--- src/hw/rtl/unix_seconds_to_date_core_defines.svh ---
// ----------------------------------------------------------------------------
// unix seconds to date core assertion macros
// shared concurrent assertion wrappers, clocked on clk_i, off during reset
// ----------------------------------------------------------------------------
`ifndef UNIX_SECONDS_TO_DATE_CORE_DEFINES_SVH
`define UNIX_SECONDS_TO_DATE_CORE_DEFINES_SVH

// plain property
`define USD_ASSERT(label, prop) \
  label: assert property (@(posedge clk_i) disable iff (!rst_ni) (prop)) \
    else $error("usd assertion failed");

// same-cycle implication
`define USD_ASSERT_IMPL(label, pre, post) \
  label: assert property (@(posedge clk_i) disable iff (!rst_ni) (pre) |-> (post)) \
    else $error("usd implication failed");

`endif

--- src/hw/rtl/usd_pkg.sv ---
// ----------------------------------------------------------------------------
// usd_pkg
// widths, constants, reciprocals and types of the unix seconds to date core
// ----------------------------------------------------------------------------
package usd_pkg;

  localparam int unsigned SECONDS_WIDTH = 40;

  // 86400 = 675 << 7
  localparam int unsigned TOD_LOW_W   = 7;
  localparam int unsigned DAY_SPLIT_W = SECONDS_WIDTH - TOD_LOW_W;
  localparam int unsigned DAYS_W      = SECONDS_WIDTH - 16;

  localparam logic [9:0]        DAY_ODD   = 10'd675;
  localparam logic [DAYS_W-1:0] RECIP_DAY =
    DAYS_W'((64'd1 << DAY_SPLIT_W) / 64'd675);

  localparam logic [17:0] ERA_DIV        = 18'd146097;
  localparam logic [16:0] ERA_OFS        = 17'd102032;
  localparam logic [8:0]  ERA_BIAS       = 9'd15;
  localparam logic [21:0] JD_OFS         = 22'd2442113;
  localparam logic [11:0] YEAR_OFS       = 12'd2442;
  localparam logic [12:0] YEAR_DIV       = 13'd7305;
  localparam logic [9:0]  MONTH_NUM      = 10'd1000;
  localparam logic [14:0] MONTH_DIV      = 15'd30601;
  localparam logic [9:0]  MONTH_FRAC     = 10'd601;
  localparam logic [9:0]  MILLE          = 10'd1000;
  localparam logic [4:0]  MONTH_WRAP     = 5'd13;
  localparam logic [15:0] YEAR_BASE      = 16'd4716;
  localparam logic [15:0] YEAR_BASE_LATE = 16'd4715;

  localparam logic [8:0]  RECIP_ERA   = 9'((32'd1 << 26) / 32'd146097);
  localparam logic [16:0] RECIP_YEAR  = 17'((32'd1 << 29) / 32'd7305);
  localparam logic [5:0]  RECIP_MONTH = 6'((32'd1 << 20) / 32'd30601);
  localparam logic [15:0] MONTH_STEP  = 16'(32'd1000 * 32'(RECIP_MONTH));
  localparam logic [5:0]  RECIP_MILLE = 6'((32'd1 << 15) / 32'd1000);
  localparam logic [14:0] MILLE_STEP  = 15'(32'd601 * 32'(RECIP_MILLE));
  localparam logic [9:0]  RECIP_CENT  = 10'((32'd1 << 16) / 32'd100);
  localparam logic [11:0] RECIP_MIN   = 12'((32'd1 << 17) / 32'd60);
  localparam logic [5:0]  RECIP_HOUR  = 6'((32'd1 << 11) / 32'd60);
  localparam logic [9:0]  RECIP_WEEK  = 10'((32'd1 << 12) / 32'd7);

  typedef struct packed {
    logic [4:0] hour;
    logic [5:0] minute;
    logic [5:0] second;
  } tod_t;

  typedef struct packed {
    logic [15:0] year;
    logic [3:0]  month;
    logic [4:0]  day;
  } date_t;

  // (26 * (month + 1)) / 10
  function automatic logic [5:0] zeller_month(input logic [3:0] month);
    logic [5:0] val;
    case (month)
      4'd0:    val = 6'd2;
      4'd1:    val = 6'd5;
      4'd2:    val = 6'd7;
      4'd3:    val = 6'd10;
      4'd4:    val = 6'd13;
      4'd5:    val = 6'd15;
      4'd6:    val = 6'd18;
      4'd7:    val = 6'd20;
      4'd8:    val = 6'd23;
      4'd9:    val = 6'd26;
      4'd10:   val = 6'd28;
      4'd11:   val = 6'd31;
      4'd12:   val = 6'd33;
      4'd13:   val = 6'd36;
      4'd14:   val = 6'd39;
      default: val = 6'd41;
    endcase
    return val;
  endfunction

endpackage

--- src/hw/rtl/unix_seconds_to_date_core.sv ---
// ----------------------------------------------------------------------------
// unix seconds to date core: time of day, civil date and iso weekday
// one item per cycle while in_stall_o is low, 17-stage constant-division pipeline
// stages advance independently, so bubbles close up under output stall
// reset clears all stage valid bits, data registers are not reset
// ----------------------------------------------------------------------------
`include "unix_seconds_to_date_core_defines.svh"

module unix_seconds_to_date_core (
  input  logic                               clk_i,
  input  logic                               rst_ni,
  input  logic                               in_valid_i,
  output logic                               in_stall_o,
  input  logic [usd_pkg::SECONDS_WIDTH-1:0]  unix_seconds_i,
  output logic                               out_valid_o,
  input  logic                               out_stall_i,
  output logic [5:0]                         second_of_minute_o,
  output logic [5:0]                         minute_of_hour_o,
  output logic [4:0]                         hour_of_day_o,
  output logic [4:0]                         day_of_month_o,
  output logic [3:0]                         month_of_year_o,
  output logic [15:0]                        year_number_o,
  output logic [2:0]                         weekday_number_o
);

  localparam int unsigned SecW       = usd_pkg::SECONDS_WIDTH;
  localparam int unsigned LowW       = usd_pkg::TOD_LOW_W;
  localparam int unsigned SplitW     = usd_pkg::DAY_SPLIT_W;
  localparam int unsigned DaysW      = usd_pkg::DAYS_W;
  localparam int unsigned SplitProdW = SplitW + DaysW;
  localparam int unsigned NumStages  = 17;
  localparam int unsigned TodStage   = 5;
  localparam int unsigned DateStage  = 11;

  logic [NumStages-1:0] valid_q;
  logic [NumStages-1:0] stage_en;

  always_comb begin
    stage_en[NumStages-1] = !valid_q[NumStages-1] || !out_stall_i;
    for (int i = NumStages - 2; i >= 0; i--) begin
      stage_en[i] = !valid_q[i] || stage_en[i+1];
    end
  end

  always_ff @(posedge clk_i or negedge rst_ni) begin
    if (!rst_ni) begin
      valid_q <= '0;
    end else begin
      if (stage_en[0]) begin
        valid_q[0] <= in_valid_i;
      end
      for (int i = 1; i < NumStages; i++) begin
        if (stage_en[i]) begin
          valid_q[i] <= valid_q[i-1];
        end
      end
    end
  end

  assign in_stall_o  = !stage_en[0];
  assign out_valid_o = valid_q[NumStages-1];

  // stage registers
  logic [SplitW-1:0]  s0_split_q;
  logic [LowW-1:0]    s0_low_q;
  logic [DaysW-1:0]   s0_days_q;
  logic [DaysW-1:0]   s1_days_q;
  logic [16:0]        s1_sod_q;
  logic [DaysW-1:0]   s2_days_q;
  logic [25:0]        s2_na_q;
  logic [8:0]         s2_qa_q;
  logic [16:0]        s2_sod_q;
  logic [10:0]        s2_mt_q;
  logic [DaysW-1:0]   s3_days_q;
  logic [8:0]         s3_a_q;
  logic [10:0]        s3_mt_q;
  logic [5:0]         s3_sec_q;
  logic [23:0]        s4_b_q;
  logic [10:0]        s4_mt_q;
  logic [5:0]         s4_sec_q;
  logic [4:0]         s4_hr_q;
  logic [23:0]        s5_b_q;
  logic [28:0]        s5_nc_q;
  logic [15:0]        s5_c_q;
  logic [23:0]        s6_b_q;
  logic [15:0]        s6_c_q;
  logic [9:0]         s7_d_q;
  logic [15:0]        s7_c_q;
  logic [19:0]        s8_nd_q;
  logic [5:0]         s8_e_q;
  logic [9:0]         s8_d_q;
  logic [15:0]        s8_c_q;
  logic [4:0]         s9_e_q;
  logic [9:0]         s9_d_q;
  logic [15:0]        s9_c_q;
  logic [14:0]        s10_ng_q;
  logic [4:0]         s10_g_q;
  logic [4:0]         s10_e_q;
  logic [9:0]         s10_d_q;
  logic [15:0]        s10_c_q;
  logic [15:0]        s12_zc_q;
  logic [3:0]         s12_ze_q;
  logic [9:0]         s12_cent_q;
  logic [9:0]         s13_cent_q;
  logic [6:0]         s13_yoc_q;
  logic [3:0]         s13_ze_q;
  logic [11:0]        s14_h_q;
  logic [11:0]        s15_n7_q;
  logic [9:0]         s15_w_q;
  logic [2:0]         s16_wd_q;
  usd_pkg::tod_t      tod_q  [TodStage:NumStages-1];
  usd_pkg::date_t     date_q [DateStage:NumStages-1];

  // next values
  logic [SplitW-1:0]     s0_split_d;
  logic [SplitProdW-1:0] s0_prod_d;
  logic [SplitW-1:0]     s1_diff_d;
  logic [10:0]           s1_rem_d;
  logic [DaysW-1:0]      s1_days_d;
  logic [9:0]            s1_rem_fix_d;
  logic [25:0]           s2_na_d;
  logic [34:0]           s2_prod_d;
  logic [28:0]           s2_mprod_d;
  logic [25:0]           s3_diff_d;
  logic [18:0]           s3_rem_d;
  logic [8:0]            s3_a_d;
  logic [16:0]           s3_mdiff_d;
  logic [6:0]            s3_mrem_d;
  logic [10:0]           s3_mt_d;
  logic [5:0]            s3_sec_d;
  logic [23:0]           s4_b_d;
  logic [16:0]           s4_hprod_d;
  logic [28:0]           s5_nc_d;
  logic [45:0]           s5_prod_d;
  logic [10:0]           s5_hdiff_d;
  logic [6:0]            s5_hrem_d;
  usd_pkg::tod_t         tod_d;
  logic [28:0]           s6_diff_d;
  logic [13:0]           s6_rem_d;
  logic [15:0]           s6_c_d;
  logic [23:0]           s7_diff_d;
  logic [19:0]           s8_nd_d;
  logic [25:0]           s8_prod_d;
  logic [19:0]           s9_diff_d;
  logic [15:0]           s9_rem_d;
  logic [5:0]            s9_e_d;
  logic [14:0]           s10_ng_d;
  logic [19:0]           s10_prod_d;
  logic [14:0]           s11_gdiff_d;
  logic [10:0]           s11_grem_d;
  logic [4:0]            s11_g_d;
  logic [9:0]            s11_f_d;
  usd_pkg::date_t        date_d;
  logic [15:0]           s12_zc_d;
  logic [3:0]            s12_ze_d;
  logic [25:0]           s12_prod_d;
  logic [15:0]           s13_diff_d;
  logic [7:0]            s13_rem_d;
  logic [9:0]            s13_cent_d;
  logic [6:0]            s13_yoc_d;
  logic [11:0]           s14_h_d;
  logic [11:0]           s15_n7_d;
  logic [21:0]           s15_prod_d;
  logic [11:0]           s16_diff_d;
  logic [3:0]            s16_rem_d;
  logic [2:0]            s16_wd_d;

  always_comb begin
    // split into day count and second of day
    s0_split_d = unix_seconds_i[SecW-1:LowW];
    s0_prod_d  = SplitProdW'(s0_split_d) * SplitProdW'(usd_pkg::RECIP_DAY);

    s1_diff_d = s0_split_q - SplitW'(s0_days_q) * SplitW'(usd_pkg::DAY_ODD);
    s1_rem_d  = s1_diff_d[10:0];
    if (s1_rem_d >= 11'(usd_pkg::DAY_ODD)) begin
      s1_days_d    = s0_days_q + DaysW'(1);
      s1_rem_fix_d = 10'(s1_rem_d - 11'(usd_pkg::DAY_ODD));
    end else begin
      s1_days_d    = s0_days_q;
      s1_rem_fix_d = s1_rem_d[9:0];
    end

    // era term and minute of day
    s2_na_d    = 26'({s1_days_q, 2'b00}) + 26'(usd_pkg::ERA_OFS);
    s2_prod_d  = 35'(s2_na_d) * 35'(usd_pkg::RECIP_ERA);
    s2_mprod_d = 29'(s1_sod_q) * 29'(usd_pkg::RECIP_MIN);

    s3_diff_d = s2_na_q - 26'(s2_qa_q) * 26'(usd_pkg::ERA_DIV);
    s3_rem_d  = s3_diff_d[18:0];
    if (s3_rem_d >= 19'(usd_pkg::ERA_DIV)) begin
      s3_a_d = s2_qa_q + 9'd1 + usd_pkg::ERA_BIAS;
    end else begin
      s3_a_d = s2_qa_q + usd_pkg::ERA_BIAS;
    end
    s3_mdiff_d = s2_sod_q - 17'(s2_mt_q) * 17'd60;
    s3_mrem_d  = s3_mdiff_d[6:0];
    if (s3_mrem_d >= 7'd60) begin
      s3_mt_d  = s2_mt_q + 11'd1;
      s3_sec_d = 6'(s3_mrem_d - 7'd60);
    end else begin
      s3_mt_d  = s2_mt_q;
      s3_sec_d = s3_mrem_d[5:0];
    end

    s4_b_d     = 24'(s3_days_q) + 24'(usd_pkg::JD_OFS) + 24'(s3_a_q) - 24'(s3_a_q[8:2]);
    s4_hprod_d = 17'(s3_mt_q) * 17'(usd_pkg::RECIP_HOUR);

    // year estimate and hour fix
    s5_nc_d   = 29'({s4_b_q, 4'b0000}) + 29'({s4_b_q, 2'b00}) - 29'(usd_pkg::YEAR_OFS);
    s5_prod_d = 46'(s5_nc_d) * 46'(usd_pkg::RECIP_YEAR);
    s5_hdiff_d = s4_mt_q - 11'(s4_hr_q) * 11'd60;
    s5_hrem_d  = s5_hdiff_d[6:0];
    tod_d.second = s4_sec_q;
    if (s5_hrem_d >= 7'd60) begin
      tod_d.hour   = s4_hr_q + 5'd1;
      tod_d.minute = 6'(s5_hrem_d - 7'd60);
    end else begin
      tod_d.hour   = s4_hr_q;
      tod_d.minute = s5_hrem_d[5:0];
    end

    s6_diff_d = s5_nc_q - 29'(s5_c_q) * 29'(usd_pkg::YEAR_DIV);
    s6_rem_d  = s6_diff_d[13:0];
    if (s6_rem_d >= 14'(usd_pkg::YEAR_DIV)) begin
      s6_c_d = s5_c_q + 16'd1;
    end else begin
      s6_c_d = s5_c_q;
    end

    s7_diff_d = s6_b_q - 24'(s6_c_q) * 24'd365 - 24'(s6_c_q[15:2]);

    // month from day of march-based year
    s8_nd_d   = 20'(s7_d_q) * 20'(usd_pkg::MONTH_NUM);
    s8_prod_d = 26'(s7_d_q) * 26'(usd_pkg::MONTH_STEP);

    s9_diff_d = s8_nd_q - 20'(s8_e_q) * 20'(usd_pkg::MONTH_DIV);
    s9_rem_d  = s9_diff_d[15:0];
    if (s9_rem_d >= 16'(usd_pkg::MONTH_DIV)) begin
      s9_e_d = s8_e_q + 6'd1;
    end else begin
      s9_e_d = s8_e_q;
    end

    s10_ng_d   = 15'(s9_e_q) * 15'(usd_pkg::MONTH_FRAC);
    s10_prod_d = 20'(s9_e_q) * 20'(usd_pkg::MILLE_STEP);

    s11_gdiff_d = s10_ng_q - 15'(s10_g_q) * 15'(usd_pkg::MILLE);
    s11_grem_d  = s11_gdiff_d[10:0];
    if (s11_grem_d >= 11'(usd_pkg::MILLE)) begin
      s11_g_d = s10_g_q + 5'd1;
    end else begin
      s11_g_d = s10_g_q;
    end
    s11_f_d    = s10_d_q - 10'(s10_e_q) * 10'd30 - 10'(s11_g_d);
    date_d.day = s11_f_d[4:0];
    if (s10_e_q <= usd_pkg::MONTH_WRAP) begin
      date_d.year  = s10_c_q - usd_pkg::YEAR_BASE;
      date_d.month = 4'(s10_e_q - 5'd1);
    end else begin
      date_d.year  = s10_c_q - usd_pkg::YEAR_BASE_LATE;
      date_d.month = 4'(s10_e_q - usd_pkg::MONTH_WRAP);
    end

    // weekday, january and february count in the prior year
    if (date_q[DateStage].month <= 4'd2) begin
      s12_ze_d = date_q[DateStage].month + 4'd12;
      s12_zc_d = date_q[DateStage].year - 16'd1;
    end else begin
      s12_ze_d = date_q[DateStage].month;
      s12_zc_d = date_q[DateStage].year;
    end
    s12_prod_d = 26'(s12_zc_d) * 26'(usd_pkg::RECIP_CENT);

    s13_diff_d = s12_zc_q - 16'(s12_cent_q) * 16'd100;
    s13_rem_d  = s13_diff_d[7:0];
    if (s13_rem_d >= 8'd100) begin
      s13_cent_d = s12_cent_q + 10'd1;
      s13_yoc_d  = 7'(s13_rem_d - 8'd100);
    end else begin
      s13_cent_d = s12_cent_q;
      s13_yoc_d  = s13_rem_d[6:0];
    end

    s14_h_d = 12'(date_q[DateStage+2].day) + 12'(usd_pkg::zeller_month(s13_ze_q))
            + 12'(s13_yoc_q) + 12'(s13_yoc_q[6:2])
            + 12'(s13_cent_q) * 12'd5 + 12'(s13_cent_q[9:2]);

    s15_n7_d   = s14_h_q + 12'd5;
    s15_prod_d = 22'(s15_n7_d) * 22'(usd_pkg::RECIP_WEEK);

    s16_diff_d = s15_n7_q - 12'(s15_w_q) * 12'd7;
    s16_rem_d  = s16_diff_d[3:0];
    if (s16_rem_d >= 4'd7) begin
      s16_wd_d = 3'(s16_rem_d - 4'd7) + 3'd1;
    end else begin
      s16_wd_d = s16_rem_d[2:0] + 3'd1;
    end
  end

  always_ff @(posedge clk_i) begin
    if (stage_en[0]) begin
      s0_split_q <= s0_split_d;
      s0_low_q   <= unix_seconds_i[LowW-1:0];
      s0_days_q  <= s0_prod_d[SplitW +: DaysW];
    end
    if (stage_en[1]) begin
      s1_days_q <= s1_days_d;
      s1_sod_q  <= {s1_rem_fix_d, s0_low_q};
    end
    if (stage_en[2]) begin
      s2_days_q <= s1_days_q;
      s2_na_q   <= s2_na_d;
      s2_qa_q   <= s2_prod_d[26 +: 9];
      s2_sod_q  <= s1_sod_q;
      s2_mt_q   <= s2_mprod_d[17 +: 11];
    end
    if (stage_en[3]) begin
      s3_days_q <= s2_days_q;
      s3_a_q    <= s3_a_d;
      s3_mt_q   <= s3_mt_d;
      s3_sec_q  <= s3_sec_d;
    end
    if (stage_en[4]) begin
      s4_b_q   <= s4_b_d;
      s4_mt_q  <= s3_mt_q;
      s4_sec_q <= s3_sec_q;
      s4_hr_q  <= s4_hprod_d[11 +: 5];
    end
    if (stage_en[5]) begin
      s5_b_q  <= s4_b_q;
      s5_nc_q <= s5_nc_d;
      s5_c_q  <= s5_prod_d[29 +: 16];
    end
    if (stage_en[6]) begin
      s6_b_q <= s5_b_q;
      s6_c_q <= s6_c_d;
    end
    if (stage_en[7]) begin
      s7_d_q <= s7_diff_d[9:0];
      s7_c_q <= s6_c_q;
    end
    if (stage_en[8]) begin
      s8_nd_q <= s8_nd_d;
      s8_e_q  <= s8_prod_d[20 +: 6];
      s8_d_q  <= s7_d_q;
      s8_c_q  <= s7_c_q;
    end
    if (stage_en[9]) begin
      s9_e_q <= s9_e_d[4:0];
      s9_d_q <= s8_d_q;
      s9_c_q <= s8_c_q;
    end
    if (stage_en[10]) begin
      s10_ng_q <= s10_ng_d;
      s10_g_q  <= s10_prod_d[15 +: 5];
      s10_e_q  <= s9_e_q;
      s10_d_q  <= s9_d_q;
      s10_c_q  <= s9_c_q;
    end
    if (stage_en[12]) begin
      s12_zc_q   <= s12_zc_d;
      s12_ze_q   <= s12_ze_d;
      s12_cent_q <= s12_prod_d[16 +: 10];
    end
    if (stage_en[13]) begin
      s13_cent_q <= s13_cent_d;
      s13_yoc_q  <= s13_yoc_d;
      s13_ze_q   <= s12_ze_q;
    end
    if (stage_en[14]) begin
      s14_h_q <= s14_h_d;
    end
    if (stage_en[15]) begin
      s15_n7_q <= s15_n7_d;
      s15_w_q  <= s15_prod_d[12 +: 10];
    end
    if (stage_en[16]) begin
      s16_wd_q <= s16_wd_d;
    end
  end

  // time of day and date ride along to the output stage
  always_ff @(posedge clk_i) begin
    if (stage_en[TodStage]) begin
      tod_q[TodStage] <= tod_d;
    end
    for (int i = TodStage + 1; i < NumStages; i++) begin
      if (stage_en[i]) begin
        tod_q[i] <= tod_q[i-1];
      end
    end
    if (stage_en[DateStage]) begin
      date_q[DateStage] <= date_d;
    end
    for (int i = DateStage + 1; i < NumStages; i++) begin
      if (stage_en[i]) begin
        date_q[i] <= date_q[i-1];
      end
    end
  end

  assign second_of_minute_o = tod_q[NumStages-1].second;
  assign minute_of_hour_o   = tod_q[NumStages-1].minute;
  assign hour_of_day_o      = tod_q[NumStages-1].hour;
  assign day_of_month_o     = date_q[NumStages-1].day;
  assign month_of_year_o    = date_q[NumStages-1].month;
  assign year_number_o      = date_q[NumStages-1].year;
  assign weekday_number_o   = s16_wd_q;

  `USD_ASSERT_IMPL(a_stall_only_when_full, in_stall_o, (&valid_q) && out_stall_i)
  `USD_ASSERT(a_out_advance, (!out_stall_i && valid_q[NumStages-2]) |=> out_valid_o)
  `USD_ASSERT_IMPL(a_time_range, out_valid_o, (second_of_minute_o < 6'd60) && (minute_of_hour_o < 6'd60) && (hour_of_day_o < 5'd24))
  `USD_ASSERT_IMPL(a_date_range, out_valid_o, (month_of_year_o >= 4'd1) && (month_of_year_o <= 4'd12) && (day_of_month_o >= 5'd1) && (weekday_number_o >= 3'd1))

endmodule
--- config.mk ---
export PLATFORM = sky130hd
export DESIGN_NAME = unix_seconds_to_date_core
export DESIGN_NICKNAME = d
export VERILOG_FILES = /design/src/hw/rtl/usd_pkg.sv /design/src/hw/rtl/unix_seconds_to_date_core.sv
export VERILOG_INCLUDE_DIRS = /design/src /design/src/hw/rtl
export SDC_FILE = /design/constraint.sdc
export NUM_CORES = 2
export LEC_CHECK = 0
export ABC_CLOCK_PERIOD_IN_PS = 9800
export BUFFER_PORTS_ARGS = -buffer_cell sky130_fd_sc_hd__buf_2
export CAP_MARGIN = 20
export CORE_ASPECT_RATIO = 1.5
export CORE_UTILIZATION = 45
export CTS_CLUSTER_SIZE = 14
export DETAILED_ROUTE_END_ITERATION = 16
export PLACE_DENSITY = 0.64
export SYNTH_ARGS = -nofsm -noshare
export SYNTH_HDL_FRONTEND = slang
export SYNTH_SLANG_ARGS = --single-unit
--- constraint.sdc ---
create_clock -name clk_i -period 9.8 [get_ports clk_i]
set_input_delay 0.49 -clock clk_i [delete_from_list [all_inputs] [get_ports clk_i]]
set_output_delay 0.49 -clock clk_i [all_outputs]
set_load 0.1 [all_outputs]
* After elaboration in Yosys (flattened, before gate mapping)
Memory sizes are Yosys's and may differ from the RTL's. A register that Yosys moved wholly into a read port is not among the register bits. Cells that the tools add are included. W data, S select, Z words.
Storage, ports and cells: ROM bits 96, latch bits 0, memory bits (writable) 354, output and inout port bits 47, input bits 44, memories kept 3, flip-flop bits (word level) 534
Cells by class: order comparisons 11, div/mod/pow operators 0, eq/ne operators 0, bitwise operators 0, $add $sub $neg 48, shifts and indexed selects 0, multipliers 23, mux-type cells 40, reduce and logical (&&, ||, !) cells 36
Memory list:
- tod_q | depth 12, bits a word 17, rd ports 12, clocked after memory_dff 0, write ports 12, RTL line unix_seconds_to_date_core.sv:111 | usd_pkg::tod_t tod_q [TodStage:NumStages-1];
- date_q | depth 6, bits a word 25, rd ports 6, clocked after memory_dff 0, write ports 6, RTL line unix_seconds_to_date_core.sv:112 | usd_pkg::date_t date_q [DateStage:NumStages-1];
- (no name shown) | depth 16, bits a word 6, rd ports 1, clocked after memory_dff 1, write ports 0, RTL line usd_pkg.sv:58 | case (month)
Operators by type and width (number):
- $mul A33 B24 Y57 const B | 1
- $mul A29 B17 Y45 const B | 1
- $mul A26 B9 Y35 const B | 1
- $mux W16 | 2
- $sub A16 B13 Y16 const B | 2
- $add A28 B26 Y29 | 1
- $sub A29 B12 Y29 const B | 1
- $add A26 B17 Y26 const B | 1
- $mul A16 B10 Y26 const B | 1
- $mul A17 B9 Y25 const B | 1
- $add A24 B1 Y24 const B | 1
- $add A24 B22 Y24 const B | 1
- $add A24 B9 Y24 | 1
- $mul A24 B10 Y11 const B | 1
- $mux W1 | 24
- $mux W24 | 1
- $sub A24 B7 Y24 | 1
- $ge A11 B10 Y1 const B | 2
- $mul A10 B12 Y22 const B | 1
- $mul A12 B10 Y22 const B | 1
- $mux W11 | 2
- $sub A11 B11 Y11 | 2
- $mux W10 | 2
- $mux W20 | 1
- other kinds (60) | 105

* Depth between registers and ports, before layout
word-level depth 19, gate-level depth with buffers 36, mapped depth without buffers 36

* Worst setup path before layout
OpenSTA, ideal clock, no wires.
path kind register -> output, start register valid_q[16], end output in_stall_o, path buffers 0, path slack 0.468 ns, data required time 9.310 ns, cell stages (with the launch flop) 13, arrival time 8.842 ns, cell sequence dfrtp_1 and3_1 inv_1 nor2_1 and2_1 nand3_1 nor2_1 nand3_1 nor2_1 inv_1 nor2_1 nand3_1 inv_1
On the way: word-level cells in the longest chain between the ends 19
Ends and longest elaborated chain:
- from (decl) | RTL line unix_seconds_to_date_core.sv:35 | logic [NumStages-1:0] valid_q;
- from (signal, indexed assignment) | RTL line unix_seconds_to_date_core.sv:54 | valid_q[i] <= valid_q[i-1];
- $logic_not A1 Y1 | RTL line unix_seconds_to_date_core.sv:39 | stage_en[NumStages-1] = !valid_q[NumStages-1] || !out_stall_i;
- $logic_or A1 B1 Y1 | RTL line unix_seconds_to_date_core.sv:39
- $logic_or A1 B1 Y1 | RTL line unix_seconds_to_date_core.sv:41 | stage_en[i] = !valid_q[i] || stage_en[i+1];
- net stage_en[15] | RTL line unix_seconds_to_date_core.sv:36 | logic [NumStages-1:0] stage_en;
- $logic_or A1 B1 Y1 (6 in a row) | RTL line unix_seconds_to_date_core.sv:41
- net stage_en[9] | RTL line unix_seconds_to_date_core.sv:36
- $logic_or A1 B1 Y1 (3 in a row) | RTL line unix_seconds_to_date_core.sv:41
- net stage_en[6] | RTL line unix_seconds_to_date_core.sv:36
- $logic_or A1 B1 Y1 | RTL line unix_seconds_to_date_core.sv:41
- net stage_en[5] | RTL line unix_seconds_to_date_core.sv:36
- $logic_or A1 B1 Y1 (5 in a row) | RTL line unix_seconds_to_date_core.sv:41
- $logic_not A1 Y1 | RTL line unix_seconds_to_date_core.sv:60 | assign in_stall_o = !stage_en[0];
- to (decl) | RTL line unix_seconds_to_date_core.sv:13 | output logic in_stall_o,
The timed path passes the listed nets, and every way through them passes these cells.

* Final worst setup path
start register s4_b_q[1], end register s5_c_q[15] (data pin)
On the way: word-level cells in the longest chain between the ends 3
Ends and longest elaborated chain:
- from (decl) | RTL line unix_seconds_to_date_core.sv:78 | logic [23:0] s4_b_q;
- from (signal assigned) | RTL line unix_seconds_to_date_core.sv:324 | s4_b_q <= s4_b_d;
- $add A28 B26 Y29 | RTL line unix_seconds_to_date_core.sv:209 | s5_nc_d = 29'({s4_b_q, 4'b0000}) + 29'({s4_b_q, 2'b00}) - 29'(usd_pkg::YEAR_OFS);
- $sub A29 B12 Y29 | RTL line unix_seconds_to_date_core.sv:209
- net s5_nc_d[11] | RTL line unix_seconds_to_date_core.sv:133 | logic [28:0] s5_nc_d;
- $mul A29 B17 Y45 | RTL line unix_seconds_to_date_core.sv:210 | s5_prod_d = 46'(s5_nc_d) * 46'(usd_pkg::RECIP_YEAR);
- net s5_prod_d[44] | RTL line unix_seconds_to_date_core.sv:134 | logic [45:0] s5_prod_d;
- to (signal assigned) | RTL line unix_seconds_to_date_core.sv:332 | s5_c_q <= s5_prod_d[29 +: 16];
- to (decl) | RTL line unix_seconds_to_date_core.sv:84 | logic [15:0] s5_c_q;
The timed path passes the listed nets, and every way through them passes these cells. A chain may end at the register's enable or synchronous reset.

==> results.py <==
metrics = {
    "placed_design": {
        "portBuffers": 90,
        "dp.final_hpwl_um": 121000,
        "dp_cells": 8542,
        "gp_congestion": 0.883,
    },
    "setup_path": {
        "timing.rr.start": "s4_b_q[1]",
        "crit_type": "reg -> reg",
        "worstPathRequired_ns": 10.24,
        "arrival_ns": 9.75,
        "cp-start-kind": "flip-flop",
        "path_max_fanout": 6,
        "max_stage_delay_ns": 0.70,
        "rr_worst_depth": 32,
        "r2r_slack_ns": 0.50,
        "r2r-end": "s5_c_q[15]",
        "end_kind": "flip-flop",
        "slowest_stage": "a2111oi_0",
    },
    "floorplan": {
        "num_io_pins": 91,
        "die_h_um": 504,
        "start_util": 0.455,
        "std_cell_rows": 183,
        "core_mm2": 0.166,
        "die_area_mm2": 0.170,
        "die_w_um": 337,
    },
    "clock_tree": {
        "cts_resized": 0,
        "tritoncts": "built",
        "clkSinkCount": 872,
        "htree_num_levels": 3,
        "postCtsSetupRepairBufs": 0,
        "clkLatencyLatePin_ns": 0.72,
        "clock-root-buffer": "clkbuf_16",
        "clk_pin_slew_ns": 0.07,
        "cts_buffers": 85,
        "cts_buffer_depth": 3,
    },
    "cells_and_area": {
        "nets": 8589,
        "area_growth_pct": 8.57,
        "fin_cells": 8710,
        "n_antenna_cell": 0,
        "drive_gt1_frac": 0.0513,
        "post-route-util": 0.494,
    },
    "grt": {
        "grt_max_degree": 63,
        "grt_overflow": 0,
        "grt_util_all_layers": 0.175,
        "antenna_found_initial": 1,
        "grt_pass1_vias": 48000,
        "grt_pass1_wl_um": 237000,
    },
    "sta": {
        "fin_worst_skew_ns": 0.0610,
        "final-hold-violation-count": 0,
        "fin_crit_sh": 0.949,
        "slew_headroom": 0.306,
        "rsz0062_at_grt": "no",
        "tightest_slew_ns": 1.03,
        "setup_tns_ns": 0,
        "fin_crit_ns": 9.30,
        "max_freq_mhz": 107,
        "drv_slew": 0,
        "setup_viol": 0,
    },
    "worst_hold_path": {
        "hp-start": "unix_seconds_i[1]",
        "min_path_type": "in -> reg",
        "min_to": "s0_low_q[1]",
        "hold_path_depth": 1,
    },
    "yosys": {
        "synth-edff-count": 849,
        "synthArstFlopShare": 0.0195,
        "syn-cell-area_mm2": 0.0756,
        "yosysWarningCount": 0,
        "netlist_instances": 6212,
        "avgSynthCellArea_um2": 12.2,
        "yosysUniqueCellTypes": 93,
        "synth-seq-cells": 872,
        "syn_nets": 8382,
        "ys_seq_area_frac": 0.344,
        "ys.flop_type": "edfxtp_1",
    },
    "detailed_routing": {
        "drt_pass1_iterations": 4,
        "detail_route.wl_per_cell_um": 16.4,
        "drc": 0,
        "vias": 43300,
        "routed_wirelength_um": 143000,
        "antenna_left": 0,
        "drt_iter0_drc": 1265,
        "routed_via_density": 4.97,
    },
    "status": {
        "outcome": "finished clean",
    },
    "run": {
        "drv_cap": 0,
    },
}
synthesized netlist by cell type (all sizes together), types with 5 or more instances:
cell     count  area, µm²
nor2       161        604
and3        32        200
mux2i        8       80.1
nor2b       34        213
fa         745      14900
mux2         8       90.1
clkbuf       5       18.8
or3         11       68.8
o41ai        6       60.1
a31o         5       43.8
a211oi      20        163
o31ai       11        110
dfxtp        6        120
ha        1381      17300
a2111oi      9        116
o21a        41        308
xor2       159       1390
dfrtp       17        425
or2         18        113
and2        17        106
nand2      162        608
xnor2      334       2930
nor3b        6       61.3
nor3        52        265
nand2b      40        250
and4        11       96.3
buf         19        144
a21o        87        653
nand3       73        370
inv       1400       5260
o2111ai      5       43.8
o21ai      105        537
nor4        12       75.1
o211a        6       60.1
o21bai      27        203
o211ai      15        113
a21boi      11       82.6
a21oi      193        970
a31oi       23        165
edfxtp     849      25500
a41o         7       70.1
nand4       21        131
through the flow:
step	hold WS, ns	instance area [µm²]	setup WS [ns]
after global routing	0.0304	82100	0.112
after detailed placement	0.405	79000	0.574
after CTS	0.00552	82000	0.577
after global placement	0.400	79000	0.593
final	0.0553	82100	0.497
after floorplan	0.194	75600	0.468
worst max-delay path, delay by kind of cell (launching register included):
kind                     cells  cell delay (ns)
AO/OA/AOI/OAI               13             3.43
buffers and inverters        6             0.39
adder cells (fa/ha/maj)      9             3.97
flip-flops                   1             0.46
XOR/XNOR                     2             0.58
AND/OR/NAND/NOR              2             0.22
cell usage in the layout (no fill, tap or decap), types with 40 or more instances in the layout:
cell type and n:
xor2_1 159, edfxtp_1 849, nand2b_1 40, a21o_1 87, o21ai_0 100, o21a_1 41
clkbuf_16 85, nand3_1 67, buf_4 44, fa_1 745, inv_1 1395, nand2_1 156
xnor2_1 334, buf_2 90, ha_1 1381, nor3_1 51, a21oi_1 192, nor2_1 161
timing repair:
item / in CTS / in global routing
endpoints found under the setup margin: 0 / 0
endpoints found under the hold margin: 24 / 0
hold buffers: 8 / 0
final cells by class:
type / instances / area [µm²]
tap: 2220 / 2780
fill: 14800 / 84200
clock inverter: 46 / 663
multi-input combinational: 3916 / 44200
clock buffer: 112 / 2250
sequential: 872 / 26000
timing repair buffer: 144 / 901
inverter: 1400 / 5260
layer usage:
metal  vias to the layer above  part of all wire  global-route usage
met2                       456              0.59               0.364
met3                       258             0.018              0.0151
met1                     21500              0.35               0.169
li1                      21100                 -                   -
met4                         2             0.041              0.0718
met5                         -          0.000091                   0
registers in the layout (all words and copies together) (netlist names), 12 cells and up, named ones only:
| signal | cells |
|---|---|
| tod_q | 204 |
| date_q | 146 |
| s0_days_q | 24 |
| s1_days_q | 24 |
| s2_days_q | 24 |
| s3_days_q | 24 |
| s4_b_q | 24 |
| s1_sod_q | 17 |
| valid_q | 17 |
| s10_c_q | 16 |
| s5_c_q | 16 |
| s6_c_q | 16 |
| s7_c_q | 16 |
| s8_c_q | 16 |
| s9_c_q | 16 |
| s2_na_q | 15 |
| s14_h_q | 12 |
| s5_nc_q | 12 |
cell families after synthesis:
| family | after synthesis | synth area share |
|---|---|---|
| DFF | 872 | 0.344 |
| AOI/OAI and AO/OA | 611 | 0.0540 |
| and+or+nand+nor | 668 | 0.0440 |
| muxes | 17 | 0.00255 |
| xor gates and xnor gates | 494 | 0.0574 |
| buffers and inverters | 1424 | 0.0717 |
| adders and majority gates | 2126 | 0.426 |
how the worst max path moves through the flow:
stage                           start         end  slack (ns)  cells after the start
final                       s4_b_q[1]  s5_c_q[15]        0.50                     32
after global routing        s4_b_q[1]  s5_c_q[15]        0.11                     35
after CTS                   s4_b_q[0]  s5_c_q[15]        0.58                     31
after detailed placement    s4_b_q[0]  s5_c_q[15]        0.57                     31
after global placement      s4_b_q[1]  s5_c_q[15]        0.59                     31
after floorplan           valid_q[16]  in_stall_o        0.47                     12
Power is left out: the tool's default activity adds up to more than one toggle a clock period on the data nets, which glitch-free logic cannot reach.
